<file path="src/design/dq_pkg.sv">
`timescale 1ns / 1ps
// Shared types and constants for the bounded deque.
// No dependencies; every other design file but dq_stream_if imports this package.
package dq_pkg;

	localparam int VAL_W = 32;
	localparam int OP_W  = 3;
	localparam int CNT_W = 5;

	// Capacity after reset
	localparam logic [CNT_W-1:0] CAP_RESET = CNT_W'(16);

	// Front and rear values reported for an empty deque
	localparam logic signed [VAL_W-1:0] EMPTY_VALUE = '1;

	typedef enum logic [OP_W-1:0] {
		OP_INS_FRONT = 3'd0,
		OP_INS_BACK  = 3'd1,
		OP_DEL_FRONT = 3'd2,
		OP_DEL_BACK  = 3'd3,
		OP_PEEK      = 3'd4
	} op_e_t;

	// Request beat
	typedef struct packed {
		logic [OP_W-1:0]         op;
		logic signed [VAL_W-1:0] value;
	} dq_req_t;

	// Response beat
	typedef struct packed {
		logic                    ok;
		logic signed [VAL_W-1:0] front_value;
		logic signed [VAL_W-1:0] rear_value;
		logic                    is_empty;
		logic                    is_full;
		logic [CNT_W-1:0]        count;
	} dq_rsp_t;

	// Per-cell control from the top level
	typedef struct packed {
		logic shift_r;  // take left neighbor (insert at front)
		logic shift_l;  // take right neighbor (delete at front)
		logic load;     // take the request value (insert at back)
	} dq_ctrl_t;

endpackage

</file>
<file path="src/design/dq_stream_if.sv">
`timescale 1ns / 1ps
// Valid/ready stream interface carrying one payload beat.
// Depends on nothing; the payload type is a parameter.
interface dq_stream_if #(
	parameter type T = logic
);
	logic valid;
	logic ready;
	T     data;

	modport source (output valid, output data, input ready);
	modport sink (input valid, input data, output ready);
endinterface

</file>
<file path="src/design/dq_cell.sv">
`timescale 1ns / 1ps
// One storage cell of the deque shift chain.
// Depends on dq_pkg for the value width and the control struct.
module dq_cell
	import dq_pkg::*;
(
	input  logic                    clk,
	input  dq_ctrl_t                ctrl,
	input  logic signed [VAL_W-1:0] load_val,
	input  logic signed [VAL_W-1:0] nbr_left,
	input  logic signed [VAL_W-1:0] nbr_right,
	output logic signed [VAL_W-1:0] data,
	output logic signed [VAL_W-1:0] data_nxt
);

	logic signed [VAL_W-1:0] data_q;

	// next content: shift toward rear, shift toward front, load, or hold
	always_comb begin
		if (ctrl.shift_r) begin
			data_nxt = nbr_left;
		end else if (ctrl.shift_l) begin
			data_nxt = nbr_right;
		end else if (ctrl.load) begin
			data_nxt = load_val;
		end else begin
			data_nxt = data_q;
		end
	end

	// payload register, no reset
	always_ff @(posedge clk) begin
		data_q <= data_nxt;
	end

	assign data = data_q;

endmodule

</file>
<file path="src/design/bounded_deque_core.sv">
`timescale 1ns / 1ps
// Bounded deque built as a row of DEPTH shift cells, front entry in cell 0.
// The response beat appears in the cycle after the request beat is taken.
// Throughput: one request per cycle while rsp is ready; the cell row updates once per beat.
// Reset: count cleared, capacity back to 16, response slot empty; cell contents not reset.
// Depends on dq_pkg, dq_stream_if and dq_cell.
module bounded_deque_core
	import dq_pkg::*;
#(
	parameter int DEPTH = 16
) (
	input  logic                clk,
	input  logic                arst_n,
	input  logic                cfg_we,
	input  logic [CNT_W-1:0]    cfg_wdata,
	dq_stream_if.sink           req,
	dq_stream_if.source         rsp
);

	localparam int CAP_MAX = (DEPTH < 31) ? DEPTH : 31;
	localparam logic [CNT_W-1:0] CAP_MAX_C = CNT_W'(CAP_MAX);

	logic [CNT_W-1:0]        cap_q;
	logic [CNT_W-1:0]        count_q;
	logic                    rsp_valid_q;
	dq_rsp_t                 rsp_data_q;

	logic [CNT_W-1:0]        eff_cap;
	logic [CNT_W-1:0]        count_n;
	logic                    accept;
	logic                    full;
	logic                    ok;
	logic                    ins_front;
	logic                    ins_back;
	logic                    del_front;
	logic                    del_back;
	logic signed [VAL_W-1:0] rear_n;

	logic signed [VAL_W-1:0] cur [DEPTH];
	logic signed [VAL_W-1:0] nxt [DEPTH];
	logic signed [VAL_W-1:0] tail_val [DEPTH];

	assign req.ready = !rsp_valid_q || rsp.ready;
	assign accept    = req.valid && req.ready;

	// capacity clamped to 1..min(DEPTH, 31)
	always_comb begin
		if (cap_q == '0) begin
			eff_cap = CNT_W'(1);
		end else if (cap_q > CAP_MAX_C) begin
			eff_cap = CAP_MAX_C;
		end else begin
			eff_cap = cap_q;
		end
	end

	assign full = (count_q >= eff_cap);

	// decode the request
	always_comb begin
		ins_front = 1'b0;
		ins_back  = 1'b0;
		del_front = 1'b0;
		del_back  = 1'b0;
		ok        = 1'b1;
		case (op_e_t'(req.data.op))
			OP_INS_FRONT: begin
				ins_front = !full;
				ok        = !full;
			end
			OP_INS_BACK: begin
				ins_back = !full;
				ok       = !full;
			end
			OP_DEL_FRONT: begin
				del_front = (count_q != '0);
				ok        = (count_q != '0);
			end
			OP_DEL_BACK: begin
				del_back = (count_q != '0);
				ok       = (count_q != '0);
			end
			default: begin
				ok = 1'b1;
			end
		endcase
	end

	// entry count after this beat
	always_comb begin
		count_n = count_q;
		if (accept && (ins_front || ins_back)) begin
			count_n = count_q + CNT_W'(1);
		end else if (accept && (del_front || del_back)) begin
			count_n = count_q - CNT_W'(1);
		end
	end

	// cell row
	for (genvar i = 0; i < DEPTH; i++) begin : g_cell
		localparam int unsigned IDX = i;
		dq_ctrl_t                ctrl;
		logic signed [VAL_W-1:0] left;
		logic signed [VAL_W-1:0] right;

		assign ctrl.shift_r = accept && ins_front;
		assign ctrl.shift_l = accept && del_front;
		assign ctrl.load    = accept && ins_back && (32'(count_q) == IDX);

		if (i == 0) begin : g_first
			assign left = req.data.value;
		end else begin : g_mid_l
			assign left = cur[i-1];
		end

		if (i == DEPTH - 1) begin : g_last
			assign right = '0;
		end else begin : g_mid_r
			assign right = cur[i+1];
		end

		dq_cell u_cell (
			.clk      (clk),
			.ctrl     (ctrl),
			.load_val (req.data.value),
			.nbr_left (left),
			.nbr_right(right),
			.data     (cur[i]),
			.data_nxt (nxt[i])
		);

		// this cell holds the rear entry after the beat
		assign tail_val[i] = (32'(count_n) == IDX + 1) ? nxt[i] : '0;
	end

	// rear value: at most one cell is the tail
	always_comb begin
		rear_n = '0;
		for (int k = 0; k < DEPTH; k++) begin
			rear_n = rear_n | tail_val[k];
		end
	end

	// capacity register
	always_ff @(posedge clk or negedge arst_n) begin
		if (!arst_n) begin
			cap_q <= CAP_RESET;
		end else if (cfg_we) begin
			cap_q <= cfg_wdata;
		end
	end

	// entry count and response slot valid
	always_ff @(posedge clk or negedge arst_n) begin
		if (!arst_n) begin
			count_q     <= '0;
			rsp_valid_q <= 1'b0;
		end else begin
			count_q <= count_n;
			if (accept) begin
				rsp_valid_q <= 1'b1;
			end else if (rsp.ready) begin
				rsp_valid_q <= 1'b0;
			end
		end
	end

	// response payload
	always_ff @(posedge clk) begin
		if (accept) begin
			rsp_data_q.ok          <= ok;
			rsp_data_q.front_value <= (count_n == '0) ? EMPTY_VALUE : nxt[0];
			rsp_data_q.rear_value  <= (count_n == '0) ? EMPTY_VALUE : rear_n;
			rsp_data_q.is_empty    <= (count_n == '0);
			rsp_data_q.is_full     <= (count_n >= eff_cap);
			rsp_data_q.count       <= count_n;
		end
	end

	assign rsp.valid = rsp_valid_q;
	assign rsp.data  = rsp_data_q;

endmodule

</file>
<file path="src/flat_wrapper.sv">
// flat-port wrapper written by rule: the top's interface ports become plain ports
module bounded_deque_core_flat import dq_pkg::*;
#(
	parameter int DEPTH = 16
)
  (clk, arst_n, cfg_we, cfg_wdata, req_valid, req_data, req_ready, rsp_valid, rsp_data, rsp_ready);
  dq_stream_if #(.T(dq_req_t)) req_i ();
  dq_stream_if #(.T(dq_rsp_t)) rsp_i ();
  input  logic clk;
  input  logic arst_n;
  input  logic cfg_we;
  input  logic [CNT_W-1:0] cfg_wdata;
  input wire logic [$bits(req_i.valid)-1:0] req_valid;
  input wire logic [$bits(req_i.data)-1:0] req_data;
  output wire logic [$bits(req_i.ready)-1:0] req_ready;
  output wire logic [$bits(rsp_i.valid)-1:0] rsp_valid;
  output wire logic [$bits(rsp_i.data)-1:0] rsp_data;
  input wire logic [$bits(rsp_i.ready)-1:0] rsp_ready;
  assign req_i.valid = req_valid;
  assign req_i.data = req_data;
  assign req_ready = req_i.ready;
  assign rsp_valid = rsp_i.valid;
  assign rsp_data = rsp_i.data;
  assign rsp_i.ready = rsp_ready;
  bounded_deque_core #(.DEPTH(DEPTH)) u_core (.clk(clk), .arst_n(arst_n), .cfg_we(cfg_we), .cfg_wdata(cfg_wdata), .req(req_i), .rsp(rsp_i));
endmodule
</file>
<file path="config.mk">
export PLATFORM = sky130hd
export DESIGN_NAME = bounded_deque_core_flat
export DESIGN_NICKNAME = d
export VERILOG_FILES = /design/src/design/dq_pkg.sv /design/src/design/dq_stream_if.sv /design/src/design/dq_cell.sv /design/src/design/bounded_deque_core.sv /design/src/flat_wrapper.sv
export SDC_FILE = /design/constraint.sdc
export NUM_CORES = 2
export LEC_CHECK = 0
export ABC_CLOCK_PERIOD_IN_PS = 5900
export BUFFER_PORTS_ARGS = -buffer_cell sky130_fd_sc_hd__buf_2
export CORE_UTILIZATION = 50
export DETAILED_ROUTE_END_ITERATION = 6
export PLACE_DENSITY = 0.72
export SLEW_MARGIN = 15
export SYNTH_ARGS = -nofsm -noshare
export SYNTH_HDL_FRONTEND = slang
export SYNTH_HIERARCHICAL = 1
export SYNTH_SLANG_ARGS = --single-unit
</file>
<file path="constraint.sdc">
create_clock -name clk -period 5.9 [get_ports clk]
set_input_delay 0.885 -clock clk [delete_from_list [all_inputs] [get_ports clk]]
set_output_delay 0.885 -clock clk [all_outputs]
set_load 0.01 [all_outputs]
</file>
==> flow_metrics.tcl <==
set metrics [dict create \
    hold_slack_ns 0.135 \
    synth_compound_area_frac 0.223 \
    cts.clk_slew.worst_paths_ns 0.06 \
    dp_hpwl_mm 87.4 \
    power_frac_comb 0.407 \
    worst_slew_pin_slew_ns 1.26 \
    leakage_nw 13.3 \
    drive_gt1_frac 0.249 \
    post_cts.repair.setup_buffers 0 \
    syn_avg_cell_area_um2 10.4 \
    gr-total-overflow 0 \
    clock_latency_ns 0.64 \
    finalMaxSlewViolations 0 \
    cts_max_path_buffers 3 \
    first_global_vias 30000 \
    syn_inst 3699 \
    first_pass_iters 6 \
    power_frac_clock 0.224 \
    nNetsFinal 3801 \
    postSynth.asyncResetShare 0.0185 \
    ys_ff_latch 595 \
    setup-tns-final_ns 0 \
    grt.total_usage 0.349 \
    initial_core_util 0.506 \
    drv_cap 0 \
    crit_type "reg2reg" \
    grt_pass1_wl_mm 204 \
    rows 101 \
    worst_hold_path_type "in2async" \
    dieArea_mm2 0.0782 \
    ir_drop_mv 0.250 \
    cp-end-kind "flip-flop" \
    period_needed_ns 5.16 \
    area_growth_pct 9.32 \
    synth_top_family_by_area "simple AND/OR/NAND/NOR gates" \
    grt_max_degree 234 \
    vias_per_cell 6.63 \
    gp_congestion 0.909 \
    seq_power_share 0.369 \
    p_sw_frac 0.401 \
    via_count 32100 \
    power.switching_mw 8.14 \
    numCtsBuffers 71 \
    synthesis.area_mm2 0.0385 \
    ctsHoldBuffers 0 \
    drc_errors 0 \
    cts_tree "built" \
    portBuffers 118 \
    synth-simple-area-share 0.226 \
    nFillCells 6691 \
    io_pins 119 \
    path_max_fanout 13 \
    die_w_um 280 \
    setup_ws_ns 0.739 \
    first_iter_violations 4727 \
    ys_types 78 \
    final_antenna_net_count 0 \
    fin_skew_ns 0.0324 \
    clock_sinks 595 \
    cts.htree.levels 3 \
    core_mm2 0.0761 \
    synth-edff-count 72 \
    antenna_found_initial 5 \
    status "finished, final reports clean" \
    wire_per_inst_um 29.2 \
    synth_mux_area_frac 0.147 \
    fin_crit_sh 0.875 \
    ys_seq_area_frac 0.329 \
    ys_warn_count 6 \
    start_kind "flip-flop" \
    post_synth_xor_area_fraction 0 \
    routed_wl_mm 141 \
    dpl_worst_slack_ns 0.839 \
    hold_viol_final 0 \
    arrival_ns 5.53 \
    power.total_mw 20.3 \
    cts-root-buf "clkbuf_16" \
    cellPowerDensity_mw_per_mm2 483 \
    slew_headroom 0.159 \
    required_ns 6.27 \
    synthFlopType "dfxtp_1" \
    max_freq_ghz 0.194 \
    setup_viol 0 \
    synthAdderAreaFrac 0.00520 \
    die_y_um 280 \
    cts_resized 0 \
    rsz0062_at_grt "no" \
    p_int_mw 12.2 \
]
[power by group through the flow]
stage	Combinational (mW)	Clock, mW	Sequential, mW
final	8.26	4.56	7.50
after CTS	7.99	4.58	7.45
after detailed placement	7.94	0	7.52
after global placement	7.84	0	7.50
after global routing	8.62	4.75	7.69
after floorplan	5.46	0	7.16
[placed cells by master (no fill, tap or decap), types with 18 or more instances in the layout]
| cell | instances |
|---|---|
| a221oi_1 | 36 |
| nor2_4 | 30 |
| nand2b_1 | 37 |
| nor3b_1 | 513 |
| buf_12 | 27 |
| clkbuf_16 | 73 |
| o21ai_0 | 18 |
| mux2i_1 | 549 |
| edfxtp_1 | 72 |
| nor2_1 | 34 |
| buf_2 | 118 |
| nand4_1 | 21 |
| a22o_1 | 34 |
| a22oi_1 | 60 |
| conb_1 | 32 |
| nand3_1 | 47 |
| nand2_1 | 104 |
| a21oi_1 | 60 |
| a211oi_2 | 496 |
| nor2b_1 | 499 |
| buf_4 | 127 |
| inv_1 | 22 |
| clkbuf_1 | 26 |
| dfxtp_1 | 512 |
[cells in the mapped netlist, drive strengths merged (6+ instances only)]
master,instances,area [µm²]
a22oi,60,450
nor2b,499,3120
nor3,21,120
a221oi,36,315
buf,208,2090
a221o,8,80.1
ha,16,200
nand2b,37,231
nand2,106,405
dfxtp,512,10200
clkbuf,127,477
o21ai,23,119
o2bb2ai,6,52.6
mux2i,549,5500
nor4,12,81.3
a211oi,505,6270
o211ai,8,78.8
mux2,16,180
nor3b,513,3850
a2111o,6,67.6
nand3,48,240
and2,8,50.1
o32ai,6,52.6
nand4,22,144
dfrtp,10,250
nor2,67,294
a222oi,10,100
a21oi,61,309
o221ai,6,52.6
a22o,34,298
and3,7,43.8
inv,26,100
edfxtp,72,2160
[metrics by stage]
step | instances | cell area, µm² | utilization
after floorplan | 3730 | 38600 | -
after global placement | 4696 | 39700 | 0.522
after detailed placement | 4697 | 39700 | 0.522
after CTS | 4829 | 42100 | 0.553
after global routing | 4830 | 42100 | 0.553
final | 4835 | 42100 | 0.554
[final cells by class]
type,instances,area (µm²),share of cell area
multi-input combinational,2773,23500,0.559
antenna,6,15.0,0.000357
tap,1030,1290,0.0306
timing repair buffer,272,2080,0.0495
inverter,27,106,0.00253
clock inverter,18,255,0.00606
clock buffer,114,2130,0.0506
sequential,595,12700,0.301
[per-layer routing]
metal  vias up  track usage  wire, µm
li1      13900            -         -
met4         0        0.194      8890
met2      2003        0.514     59300
met1     15600        0.471     57300
met3       521       0.0785     15600
met5         -            0         0
[worst max-delay path: stages (launching register included)]
cell       delay, ns
dfstp_2         0.54
inv_1           0.09
ha_1            0.36
a2111oi_4       0.55
nand3_1         0.25
a21oi_2         0.31
and3_1          0.26
nand2_1         0.22
nor2_4          0.69
buf_4           0.34
mux2i_1         0.24
a211oi_2        0.12
mux2i_1         0.19
nor2_1          0.06
a221oi_1        0.25
nand4_1         0.13
a211o_1         0.28
[flip-flops by register name, indices dropped and copies added, names as in the netlist]
name / count
u_core/rsp.valid: 1
u_core/g_cell.u_cell/data: 512
u_core/count_q: 5
u_core/cap_q: 5
u_core/rsp.data: 72
[final timing paths]
path	start	end	slack [ns]	cells past startpoint
setup / recovery	u_core/cap_q[4]$_DFFE_PN1P_	u_core/rsp.data[23]$_SDFFCE_PP1P_	0.74	16
hold / removal	arst_n	u_core/count_q[0]$_DFF_PN0_	0.13	1
max in group asynchronous	arst_n	u_core/cap_q[4]$_DFFE_PN1P_	5.48	1
hold reg to reg	u_core/cap_q[0]$_DFFE_PN0P_	u_core/cap_q[0]$_DFFE_PN0P_	0.53	1
min in group clk	cfg_wdata[4]	u_core/cap_q[4]$_DFFE_PN1P_	0.51	3
setup reg to reg	u_core/cap_q[4]$_DFFE_PN1P_	u_core/rsp.data[23]$_SDFFCE_PP1P_	0.74	16
[logic make-up after synthesis]
logic type | Yosys count
simple gates | 1354
compound gates | 806
flops | 595
mux | 565
buf+inv | 362
fa+ha+maj | 16
other cells | 1
(Power assumes the default switching activity.)
